`src/rtl/rc_receiver_frame_decoder_assert.svh`:
```
// Assertion macros shared by the frame decoder modules.
// Each macro takes a label, the clock, the active-low reset, a trigger and a check.
`ifndef RC_RECEIVER_FRAME_DECODER_ASSERT_SVH
`define RC_RECEIVER_FRAME_DECODER_ASSERT_SVH

// Check holds in the same cycle as the trigger
`define RCFD_ASSERT_NOW(lbl, clk, rstn, ante, cons) \
  lbl: assert property (@(posedge clk) disable iff (!(rstn)) (ante) |-> (cons)) \
    else $error("rcfd: same-cycle check failed");

// Check holds in the cycle after the trigger
`define RCFD_ASSERT_NEXT(lbl, clk, rstn, ante, cons) \
  lbl: assert property (@(posedge clk) disable iff (!(rstn)) (ante) |=> (cons)) \
    else $error("rcfd: next-cycle check failed");

`endif

```
`src/rtl/rcfd_pkg.sv`:
```
package rcfd_pkg;

  // Frame layout and key set
  localparam int FRAME_LEN = 18;
  localparam int BYTE_AW   = $clog2(FRAME_LEN);
  localparam int CNT_W     = 5;
  localparam logic [CNT_W-1:0] COUNT_MAX = {CNT_W{1'b1}};
  localparam int FLAG_W    = 18;
  localparam int KEY_NUM   = 18;
  localparam int TIMER_W   = 16;
  localparam int CFG_W     = 16;
  localparam int CMP_W     = (TIMER_W > CFG_W) ? TIMER_W : CFG_W;

  // Channel decode
  localparam int CH_W        = 11;
  localparam int CH_OFFSET   = 1024;
  localparam int CH_LIMIT    = 660;
  localparam int CH_DEADBAND = 5;
  localparam logic [3:0] SW_LEFT_MASK  = 4'hC;
  localparam logic [3:0] SW_RIGHT_MASK = 4'h3;

  // Reset values of the thresholds
  localparam logic [CFG_W-1:0] PRESS_RST = CFG_W'(10);
  localparam logic [CFG_W-1:0] LONG_RST  = CFG_W'(50);

  // Command queue depth (power of two)
  localparam int FIFO_DEPTH = 2;
  localparam int FIFO_AW    = $clog2(FIFO_DEPTH);

  typedef enum logic [1:0] {
    FUNC_DATA = 2'd0,
    FUNC_IDLE = 2'd1,
    FUNC_TICK = 2'd2,
    FUNC_NONE = 2'd3
  } func_e;

  typedef enum logic {
    CMD_FRAME = 1'b0,
    CMD_TICK  = 1'b1
  } cmd_kind_e;

  typedef enum logic [1:0] {
    ST_OK      = 2'd0,
    ST_RANGE   = 2'd1,
    ST_ONLINE  = 2'd2,
    ST_OFFLINE = 2'd3
  } status_e;

  typedef enum logic {
    CFG_PRESS = 1'b0,
    CFG_LONG  = 1'b1
  } cfg_idx_e;

  // Classified request handed from the front to the back
  typedef struct packed {
    cmd_kind_e              kind;
    logic                   bad;
    logic signed [CH_W-1:0] stick0;
    logic signed [CH_W-1:0] stick1;
    logic signed [CH_W-1:0] stick2;
    logic signed [CH_W-1:0] stick3;
    logic signed [CH_W-1:0] dial;
    logic [3:0]             switches;
    logic signed [15:0]     mouse_dx;
    logic signed [15:0]     mouse_dy;
    logic [FLAG_W-1:0]      held;
  } cmd_t;

  // One result item
  typedef struct packed {
    logic signed [CH_W-1:0] stick0;
    logic signed [CH_W-1:0] stick1;
    logic signed [CH_W-1:0] stick2;
    logic signed [CH_W-1:0] stick3;
    logic signed [CH_W-1:0] dial;
    logic [3:0]             switches;
    logic signed [15:0]     mouse_dx;
    logic signed [15:0]     mouse_dy;
    logic [FLAG_W-1:0]      press_flags;
    logic [FLAG_W-1:0]      long_flags;
    logic [FLAG_W-1:0]      click_flags;
    status_e                status;
  } res_t;

  // Center a raw channel and zero it inside the deadband
  function automatic logic signed [CH_W-1:0] center(input logic [CH_W-1:0] raw);
    logic signed [CH_W-1:0] v;
    v = signed'(raw - CH_W'(CH_OFFSET));
    if (v <= CH_DEADBAND && v >= -CH_DEADBAND) begin
      v = '0;
    end
    return v;
  endfunction

  function automatic logic out_of_range(input logic signed [CH_W-1:0] v);
    return (v > CH_LIMIT) || (v < -CH_LIMIT);
  endfunction

endpackage

```
`src/rtl/rcfd_front.sv`:
```
`include "rc_receiver_frame_decoder_assert.svh"

module rcfd_front (
  input  logic          clk_i,
  input  logic          rst_ni,
  input  logic          in_valid_i,
  output logic          in_ready_o,
  input  logic [1:0]    in_func_i,
  input  logic [7:0]    in_data_i,
  input  logic          q_full_i,
  output logic          q_push_o,
  output rcfd_pkg::cmd_t q_cmd_o
);
  import rcfd_pkg::*;

  logic [7:0]       bytes_q [FRAME_LEN];
  logic [CNT_W-1:0] cnt_q, cnt_d;
  logic             accept;
  func_e            func;
  logic [CH_W-1:0]  raw0, raw1, raw2, raw3, raw4;

  assign in_ready_o = !q_full_i;
  assign accept     = in_valid_i && in_ready_o;
  assign func       = func_e'(in_func_i);

  // Store bytes of the current burst; entries past the frame are dropped
  always_ff @(posedge clk_i) begin
    if (accept && func == FUNC_DATA && cnt_q < CNT_W'(FRAME_LEN)) begin
      bytes_q[cnt_q[BYTE_AW-1:0]] <= in_data_i;
    end
  end

  // Count bytes, saturate, and restart on line idle
  always_comb begin
    cnt_d = cnt_q;
    if (accept) begin
      case (func)
        FUNC_DATA: if (cnt_q != COUNT_MAX) cnt_d = cnt_q + CNT_W'(1);
        FUNC_IDLE: cnt_d = '0;
        default:   cnt_d = cnt_q;
      endcase
    end
  end

  always_ff @(posedge clk_i or negedge rst_ni) begin
    if (!rst_ni) begin
      cnt_q <= '0;
    end else begin
      cnt_q <= cnt_d;
    end
  end

  // Queue a frame only when exactly one frame of bytes arrived; always queue a tick
  assign q_push_o = accept && ((func == FUNC_TICK) ||
                               (func == FUNC_IDLE && cnt_q == CNT_W'(FRAME_LEN)));

  // Unpack channels from the stored bytes
  assign raw0 = {bytes_q[1][2:0], bytes_q[0]};
  assign raw1 = {bytes_q[2][5:0], bytes_q[1][7:3]};
  assign raw2 = {bytes_q[4][0], bytes_q[3], bytes_q[2][7:6]};
  assign raw3 = {bytes_q[5][3:0], bytes_q[4][7:1]};
  assign raw4 = {bytes_q[17][2:0], bytes_q[16]};

  always_comb begin
    q_cmd_o          = '0;
    q_cmd_o.kind     = (func == FUNC_TICK) ? CMD_TICK : CMD_FRAME;
    q_cmd_o.stick0   = center(raw0);
    q_cmd_o.stick1   = center(raw1);
    q_cmd_o.stick2   = center(raw2);
    q_cmd_o.stick3   = center(raw3);
    q_cmd_o.dial     = center(raw4);
    q_cmd_o.switches = (bytes_q[5][7:4] & SW_LEFT_MASK) | (bytes_q[5][7:4] & SW_RIGHT_MASK);
    q_cmd_o.mouse_dx = signed'({bytes_q[7], bytes_q[6]});
    q_cmd_o.mouse_dy = signed'({bytes_q[9], bytes_q[8]});
    q_cmd_o.held     = {(bytes_q[13] != 8'd0), (bytes_q[12] != 8'd0),
                        bytes_q[15], bytes_q[14]};
    q_cmd_o.bad      = out_of_range(q_cmd_o.stick0) || out_of_range(q_cmd_o.stick1) ||
                       out_of_range(q_cmd_o.stick2) || out_of_range(q_cmd_o.stick3) ||
                       out_of_range(q_cmd_o.dial);
  end

  `RCFD_ASSERT_NEXT(a_idle_clears_count, clk_i, rst_ni, accept && func == FUNC_IDLE,
                    cnt_q == '0)
  `RCFD_ASSERT_NOW(a_push_needs_room, clk_i, rst_ni, q_push_o, !q_full_i)

endmodule

```
`src/rtl/rcfd_fifo.sv`:
```
`include "rc_receiver_frame_decoder_assert.svh"

module rcfd_fifo (
  input  logic           clk_i,
  input  logic           rst_ni,
  input  logic           push_i,
  input  rcfd_pkg::cmd_t cmd_i,
  output logic           full_o,
  input  logic           pop_i,
  output rcfd_pkg::cmd_t cmd_o,
  output logic           empty_o
);
  import rcfd_pkg::*;

  cmd_t               mem_q [FIFO_DEPTH];
  logic [FIFO_AW-1:0] wr_ptr_q, rd_ptr_q;
  logic [FIFO_AW:0]   cnt_q;

  assign full_o  = (cnt_q == (FIFO_AW+1)'(FIFO_DEPTH));
  assign empty_o = (cnt_q == '0);
  assign cmd_o   = mem_q[rd_ptr_q];

  // Hold queued requests
  always_ff @(posedge clk_i) begin
    if (push_i) begin
      mem_q[wr_ptr_q] <= cmd_i;
    end
  end

  // Advance pointers and occupancy
  always_ff @(posedge clk_i or negedge rst_ni) begin
    if (!rst_ni) begin
      wr_ptr_q <= '0;
      rd_ptr_q <= '0;
      cnt_q    <= '0;
    end else begin
      if (push_i) wr_ptr_q <= wr_ptr_q + FIFO_AW'(1);
      if (pop_i)  rd_ptr_q <= rd_ptr_q + FIFO_AW'(1);
      cnt_q <= cnt_q + (FIFO_AW+1)'(push_i) - (FIFO_AW+1)'(pop_i);
    end
  end

  `RCFD_ASSERT_NOW(a_pop_needs_data, clk_i, rst_ni, pop_i, !empty_o)

endmodule

```
`src/rtl/rcfd_back.sv`:
```
`include "rc_receiver_frame_decoder_assert.svh"

module rcfd_back (
  input  logic                    clk_i,
  input  logic                    rst_ni,
  input  logic                    cfg_we_i,
  input  logic                    cfg_idx_i,
  input  logic [rcfd_pkg::CFG_W-1:0] cfg_wdata_i,
  input  logic                    q_empty_i,
  input  rcfd_pkg::cmd_t          q_cmd_i,
  output logic                    q_pop_o,
  output logic                    out_valid_o,
  input  logic                    out_ready_i,
  output rcfd_pkg::res_t          out_res_o
);
  import rcfd_pkg::*;

  logic [CFG_W-1:0]   press_th_q, long_th_q;
  logic [TIMER_W-1:0] hold_q [KEY_NUM];
  logic [TIMER_W-1:0] hold_d [KEY_NUM];
  logic [TIMER_W-1:0] hold_inc [KEY_NUM];
  logic [FLAG_W-1:0]  press_q, press_d, long_q, long_d, click_q, click_d;
  logic               seen_q;
  logic               out_valid_q;
  res_t               res_q, res_d;
  logic               is_frame;

  // Take a request whenever the output register is free or being drained
  assign q_pop_o     = !q_empty_i && (!out_valid_q || out_ready_i);
  assign is_frame    = (q_cmd_i.kind == CMD_FRAME);
  assign out_valid_o = out_valid_q;
  assign out_res_o   = res_q;

  // Threshold registers
  always_ff @(posedge clk_i or negedge rst_ni) begin
    if (!rst_ni) begin
      press_th_q <= PRESS_RST;
      long_th_q  <= LONG_RST;
    end else if (cfg_we_i) begin
      case (cfg_idx_e'(cfg_idx_i))
        CFG_PRESS: press_th_q <= cfg_wdata_i;
        CFG_LONG:  long_th_q  <= cfg_wdata_i;
        default:   press_th_q <= press_th_q;
      endcase
    end
  end

  // Saturating increment of each hold timer
  always_comb begin
    for (int k = 0; k < KEY_NUM; k++) begin
      hold_inc[k] = (hold_q[k] != {TIMER_W{1'b1}}) ? hold_q[k] + TIMER_W'(1) : hold_q[k];
    end
  end

  // Update every key for one frame
  always_comb begin
    press_d = press_q;
    long_d  = long_q;
    click_d = click_q;
    for (int k = 0; k < KEY_NUM; k++) begin
      hold_d[k] = hold_q[k];
      if (q_cmd_i.held[k]) begin
        hold_d[k] = hold_inc[k];
        if (CMP_W'(hold_inc[k]) > CMP_W'(press_th_q)) press_d[k] = 1'b1;
        if (CMP_W'(hold_inc[k]) > CMP_W'(long_th_q))  long_d[k]  = 1'b1;
      end else begin
        click_d[k] = (CMP_W'(hold_q[k]) > CMP_W'(press_th_q)) &&
                     (CMP_W'(hold_q[k]) < CMP_W'(long_th_q));
        press_d[k] = 1'b0;
        long_d[k]  = 1'b0;
        hold_d[k]  = '0;
      end
    end
  end

  always_ff @(posedge clk_i or negedge rst_ni) begin
    if (!rst_ni) begin
      for (int k = 0; k < KEY_NUM; k++) begin
        hold_q[k] <= '0;
      end
      press_q <= '0;
      long_q  <= '0;
      click_q <= '0;
      seen_q  <= 1'b0;
    end else if (q_pop_o) begin
      if (is_frame) begin
        hold_q  <= hold_d;
        press_q <= press_d;
        long_q  <= long_d;
        click_q <= click_d;
        seen_q  <= 1'b1;
      end else begin
        seen_q  <= 1'b0;
      end
    end
  end

  // Build the result for the request being taken
  always_comb begin
    res_d = '0;
    if (is_frame) begin
      res_d.stick0      = q_cmd_i.stick0;
      res_d.stick1      = q_cmd_i.stick1;
      res_d.stick2      = q_cmd_i.stick2;
      res_d.stick3      = q_cmd_i.stick3;
      res_d.dial        = q_cmd_i.dial;
      res_d.switches    = q_cmd_i.switches;
      res_d.mouse_dx    = q_cmd_i.mouse_dx;
      res_d.mouse_dy    = q_cmd_i.mouse_dy;
      res_d.press_flags = press_d;
      res_d.long_flags  = long_d;
      res_d.click_flags = click_d;
      res_d.status      = q_cmd_i.bad ? ST_RANGE : ST_OK;
    end else begin
      res_d.press_flags = press_q;
      res_d.long_flags  = long_q;
      res_d.click_flags = click_q;
      res_d.status      = seen_q ? ST_ONLINE : ST_OFFLINE;
    end
  end

  // Output register
  always_ff @(posedge clk_i) begin
    if (q_pop_o) begin
      res_q <= res_d;
    end
  end

  always_ff @(posedge clk_i or negedge rst_ni) begin
    if (!rst_ni) begin
      out_valid_q <= 1'b0;
    end else if (q_pop_o) begin
      out_valid_q <= 1'b1;
    end else if (out_ready_i) begin
      out_valid_q <= 1'b0;
    end
  end

  `RCFD_ASSERT_NEXT(a_tick_clears_seen, clk_i, rst_ni, q_pop_o && !is_frame, !seen_q)
  `RCFD_ASSERT_NEXT(a_pop_loads_output, clk_i, rst_ni, q_pop_o, out_valid_q)

endmodule

```
`src/rtl/rc_receiver_frame_decoder.sv`:
```
// Radio-control receiver frame decoder.
// Input stream: one request per byte event. s_axis_tuser carries the event
// kind (data byte, line idle, supervision tick), s_axis_tdata the byte.
// Output stream: one result per decoded frame and one per tick; bursts of the
// wrong length at line idle produce nothing. m_axis_tuser carries the status.
// Thresholds are written through cfg_we_i/cfg_idx_i/cfg_wdata_i while idle:
// index 0 press threshold, index 1 long-press threshold.
// Throughput: one input request per cycle while the queue has room, one result
// per cycle while m_axis_tready is high. An accepted idle or tick request
// enters the two-entry queue; the back end pops it when the output register
// is free or being drained, runs the key update and loads the output register.
// Stall: the output register holds while m_axis_tready is low; the queue
// absorbs two more frame/tick requests, then s_axis_tready drops. Data bytes
// are taken only while the queue has room.
// Reset: byte count, key timers, flags and link status clear at once, the
// thresholds return to 10 and 50; no clearing pass is needed.
module rc_receiver_frame_decoder (
  input  logic         clk_i,
  input  logic         rst_ni,
  input  logic         s_axis_tvalid,
  output logic         s_axis_tready,
  input  logic [7:0]   s_axis_tdata,    // [7:0] data
  input  logic [1:0]   s_axis_tuser,    // [1:0] func
  output logic         m_axis_tvalid,
  input  logic         m_axis_tready,
  // [10:0] stick0, [21:11] stick1, [32:22] stick2, [43:33] stick3, [54:44] dial,
  // [58:55] switches, [74:59] mouse_dx, [90:75] mouse_dy, [108:91] press_flags,
  // [126:109] long_flags, [144:127] click_flags, [151:145] zero
  output logic [151:0] m_axis_tdata,
  output logic [1:0]   m_axis_tuser,    // [1:0] status
  input  logic         cfg_we_i,
  input  logic         cfg_idx_i,
  input  logic [rcfd_pkg::CFG_W-1:0] cfg_wdata_i
);
  import rcfd_pkg::*;

  cmd_t push_cmd, pop_cmd;
  logic push, pop, full, empty;
  res_t res;

  rcfd_front u_front (
    .clk_i      (clk_i),
    .rst_ni     (rst_ni),
    .in_valid_i (s_axis_tvalid),
    .in_ready_o (s_axis_tready),
    .in_func_i  (s_axis_tuser),
    .in_data_i  (s_axis_tdata),
    .q_full_i   (full),
    .q_push_o   (push),
    .q_cmd_o    (push_cmd)
  );

  rcfd_fifo u_fifo (
    .clk_i   (clk_i),
    .rst_ni  (rst_ni),
    .push_i  (push),
    .cmd_i   (push_cmd),
    .full_o  (full),
    .pop_i   (pop),
    .cmd_o   (pop_cmd),
    .empty_o (empty)
  );

  rcfd_back u_back (
    .clk_i       (clk_i),
    .rst_ni      (rst_ni),
    .cfg_we_i    (cfg_we_i),
    .cfg_idx_i   (cfg_idx_i),
    .cfg_wdata_i (cfg_wdata_i),
    .q_empty_i   (empty),
    .q_cmd_i     (pop_cmd),
    .q_pop_o     (pop),
    .out_valid_o (m_axis_tvalid),
    .out_ready_i (m_axis_tready),
    .out_res_o   (res)
  );

  // Pack the result, first field in the lowest bits
  assign m_axis_tdata = {7'b0, res.click_flags, res.long_flags, res.press_flags,
                         res.mouse_dy, res.mouse_dx, res.switches, res.dial,
                         res.stick3, res.stick2, res.stick1, res.stick0};
  assign m_axis_tuser = res.status;

endmodule
```
`config.mk`:
```
export PLATFORM = sky130hd
export DESIGN_NAME = rc_receiver_frame_decoder
export DESIGN_NICKNAME = d
export VERILOG_FILES = /design/src/rtl/rcfd_pkg.sv /design/src/rtl/rcfd_front.sv /design/src/rtl/rcfd_fifo.sv /design/src/rtl/rcfd_back.sv /design/src/rtl/rc_receiver_frame_decoder.sv
export VERILOG_INCLUDE_DIRS = /design/src /design/src/rtl
export SDC_FILE = /design/constraint.sdc
export NUM_CORES = 2
export LEC_CHECK = 0
export ABC_AREA = 1
export BUFFER_PORTS_ARGS = -buffer_cell sky130_fd_sc_hd__buf_2
export CAP_MARGIN = 10
export CELL_PAD_IN_SITES_DETAIL_PLACEMENT = 1
export CELL_PAD_IN_SITES_GLOBAL_PLACEMENT = 1
export CORE_MARGIN = 10
export CORE_UTILIZATION = 30
export CTS_BUF_LIST = sky130_fd_sc_hd__clkbuf_8
export DETAILED_ROUTE_END_ITERATION = 8
export GPL_TIMING_DRIVEN = 0
export PLACE_DENSITY = 0.57
export SETUP_SLACK_MARGIN = 0.2
export SKIP_LAST_GASP = 1
export SYNTH_ARGS = -nofsm -noshare
export SYNTH_HDL_FRONTEND = slang
export SYNTH_SLANG_ARGS = --single-unit
```
`constraint.sdc`:
```
create_clock -name clk_i -period 7 [get_ports clk_i]
set_input_delay 0.7 -clock clk_i [delete_from_list [all_inputs] [get_ports clk_i]]
set_output_delay 0.7 -clock clk_i [all_outputs]
set_load 0.02 [all_outputs]
```
==> metrics.md <==
| Metric | Value |
|---|---|
| Status | `finished clean` |
| DP Worst Slack | `2.73 ns` |
| Unrepaired setup endpoints after global routing | `no` |
| Global Route Usage Sum | `0.211` |
| Worst Hold Class | `in2reg` |
| Row cnt | `170` |
| Area share of the leading cell type in the synthesized netlist | `0.228` |
| Antenna violations before repair | `23` |
| Worst Setup End Kind | `flip-flop` |
| Routed via count | `56500` |
| FF+latch area | `24400 sq um` |
| Wire length per cell | `23.5 um` |
| Avg Cell Area, Syn | `8.74 sq um` |
| Leak pwr | `36.2 nW` |
| Clock Power Share | `0.200` |
| Synth area leader | `edfxtp_1` |
| CP dominant cell by count | `nand2_1` |
| Synth top area cells | `edfxtp_1 23%, ha_1 22%, dfrtp_1 15%` |
| Clock Latency Late Sink | `1.03 ns` |
| Crit path launch type | `flip-flop` |
| Routability cong. | `0.830` |
| Layout Cells excl Fill | `10900` |
| Cell Chain, Critical Path | `ha_1 -> nand3_1 -> nor2_1 -> nand3_1 -> nor2_1 -> nand2_1 -> nand2_1 -> nor2_1 -> nand3_1 -> xor2_1 -> inv_1 -> ha_1 -> nand2_1 -> nor2_1 -> nand2_1 -> nand3_1 -> nand2_1 -> nand3_1 -> nand2_1 -> a21oi_1 -> nand2_1 -> o21ai_0` |
| CP required | `7.65 ns` |
| Layout cell share with drive strength beyond 1 | `0.0963` |
| Die width | `485 um` |
| Die ar. | `235000 sq um` |
| Max-slew violation count | `0` |
| Pin count of the biggest net entering global routing | `104` |
| Final worst slack | `2.71 ns` |
| Drt via density | `5.20` |
| Post-detail-place hpwl | `182 mm` |
| 1st-iter DRT viols | `3283` |
| Hold_ws | `0.172 ns` |
| Number of global-route vias before repair | `59100` |
| Clock skew | `0.130 ns` |
| Post-DRT Antenna Nets | `0` |
| Switch share | `0.484` |
| Hold path depth | `3` |
| Core Util, Final | `0.348` |
| CTS clk-pin slew, worst paths | `0.07 ns` |
| Most frequent cells in the layout | `1359 x nand2_1, 1159 x ha_1, 1048 x inv_1, 560 x a21oi_1, 492 x edfxtp_1` |
| Synthesis Warnings | `0` |
| Fmax | `233 MHz` |
| Int Pwr | `15.1 mW` |
| Core Box Area | `215000 sq um` |
| Multi-input logic area | `36100 sq um` |
| Slew margin rel. | `0.0577` |
| Register area share after synthesis | `0.376` |
| Final setup vio count | `0` |
| Nets | `9051` |
| Minimum clock period | `4.29 ns` |
| Mapped cell area | `64900 sq um` |
| Synth Instances | `7423` |
| TritonCTS clock tree | `done` |
| Initial core utilization | `0.302` |
| Flop pwr share | `0.286` |
| Crit Path Class | `reg2reg` |
| Most common cell after layout, fill and taps aside | `nand2_1` |
| Placed cell area | `70700 sq um` |
| Synth cell types | `62` |
| Post-synth EDFFs | `492` |
| Max_cap viols | `0` |
| Measured slew at the worst slew-check pin | `1.41 ns` |
| H-tree depth | `4` |
| First-pass GRT wire length | `377 mm` |
| Cts repair resizes | `0` |
| Comb power frac | `0.515` |
| Die Span Y | `485 um` |
| Max FO, Critical Path | `7` |
| CTS sink cnt | `877` |
| Num CTS Buffers | `174` |
| Final Hold Viols | `0` |
| R2R cell count | `22` |
| Drt total wl | `255 mm` |
| Psw | `14.1 mW` |
| Ys async rst share | `0.439` |
| GRT overflow | `0` |
| CTS root buf | `clkbuf_8` |
| Io pins | `188` |
| Pwr dens | `391 nW/um^2` |
| Finished Cell Area | `74700 sq um` |
| Most used DFF post-synth | `edfxtp_1` |
| DRC errors left | `0` |
| Number of fill cells in the layout | `25300` |
| Clk buf depth | `3` |
| I/O Buffers | `180` |
| Worst VDD drop | `0.272 mV` |
| Area grow syn2layout | `15.1%` |
| CP max stage cell | `o21ai_0` |
| First-pass detailed-route iteration total | `5` |
| Worst path max stage delay | `0.45 ns` |
| Placed Cells incl. Taps | `10500` |
| FF+latch count, synth | `877` |
| Crit share post-route | `0.613` |
| WP data arrival | `4.94 ns` |
## repair_timing
| action | in CTS | in global routing |
|---|---|---|
| hold buffers | 19 | 0 |
| buffers inserted | 0 | 0 |
| hold endpoints to repair | 90 | 0 |
## final timing paths
kind                                                  endpoint  slack, ns                              from
worst max register to register  u_back.out_res_o[24]$_DFFE_PP_       2.71    u_back.hold_q[209]$_DFFE_PN0P_
worst min register to register    u_fifo.mem_q[0][7]$_DFFE_PP_       0.38  u_front.bytes_q[14][7]$_DFFE_PP_
min in group asynchronous       u_back.hold_q[177]$_DFFE_PN0P_       0.28                            rst_ni
worst min-delay path            u_fifo.mem_q[1][110]$_DFFE_PP_       0.17                   s_axis_tuser[1]
worst max-delay path            u_back.out_res_o[24]$_DFFE_PP_       2.71    u_back.hold_q[209]$_DFFE_PN0P_
max in group asynchronous       u_back.hold_q[104]$_DFFE_PN0P_       5.23                            rst_ni
## critical path, delay by kind of cell (launching register included)
kind,cells,cell delay (ns)
adder cells (fa/ha/maj),2,0.55
buffers and inverters,1,0.11
AO/OA/AOI/OAI,2,0.60
AND/OR/NAND/NOR,16,2.03
flip-flops,1,0.43
XOR/XNOR,1,0.24
## layer usage
| layer | track usage | vias to the layer above | routed length, um |
|---|---|---|---|
| li1 | - | 26900 | - |
| met1 | 0.268 | 27900 | 113000 |
| met2 | 0.360 | 1226 | 120000 |
| met3 | 0.0314 | 437 | 11100 |
| met4 | 0.0800 | 2 | 10200 |
| met5 | 0 | - | 9 |
## sequential cells by signal (all words and copies together) (netlist names), 2 cells and up
signal	cells
u_back.click_q	18
u_back.hold_q	288
u_back.long_q	18
u_back.long_th_q	16
u_back.out_res_o	147
u_back.press_q	18
u_back.press_th_q	16
u_fifo.cnt_q	2
u_fifo.mem_q	222
u_front.bytes_q	123
u_front.cnt_q	5
## power groups by stage
| stage | Combinational (mW) | Sequential (mW) | Clock (mW) |
|---|---|---|---|
| final | 15.0 | 8.34 | 5.83 |
| after global routing | 17.0 | 8.50 | 6.21 |
| after CTS | 15.2 | 8.33 | 5.99 |
| after detailed placement | 15.1 | 8.39 | 0 |
| after global placement | 14.1 | 8.52 | 0 |
| after floorplan | 8.98 | 8.56 | 0 |
## cells by family after synthesis
kind of cell,synth area share
adder cells (fa/ha/maj),0.223
other,0.0000578
XOR/XNOR,0.0178
AO/OA/AOI/OAI,0.129
flip-flops,0.376
buffers and inverters,0.0680
AND/OR/NAND/NOR,0.170
multiplexers,0.0160
## synth_stat cells (33+ instances only)
| cell | number |
|---|---|
| a211oi_1 | 33 |
| a21oi_1 | 560 |
| clkbuf_1 | 49 |
| dfrtp_1 | 380 |
| edfxtp_1 | 492 |
| ha_1 | 1159 |
| inv_1 | 1038 |
| mux2_2 | 92 |
| nand2_1 | 1359 |
| nand3_1 | 302 |
| nand4_1 | 168 |
| nor2_1 | 423 |
| nor3_1 | 179 |
| o211ai_1 | 41 |
| o21a_1 | 46 |
| o21ai_0 | 470 |
| o22ai_1 | 139 |
| xor2_1 | 124 |
## final cells by class
class / instances / share of cell area
plain buffers: 101 / 0.00647
repair buffers: 255 / 0.0307
well taps: 2838 / 0.0476
inverters: 1051 / 0.0539
flip-flops and latches: 877 / 0.327
clock buffers: 189 / 0.0348
multi-input cells: 5400 / 0.484
diodes: 12 / 0.000402
clock inverters: 135 / 0.0153
## stage by stage
stage / total power, mW / TNS (ns)
3_5_place_dp: 23.5 / 0
2_1_floorplan: 17.5 / 0
3_3_place_gp: 22.7 / -2292.70
5_1_grt: 31.7 / 0
6_report: 29.2 / 0
4_1_cts: 29.5 / 0
Power figures use the tool's default switching activity.
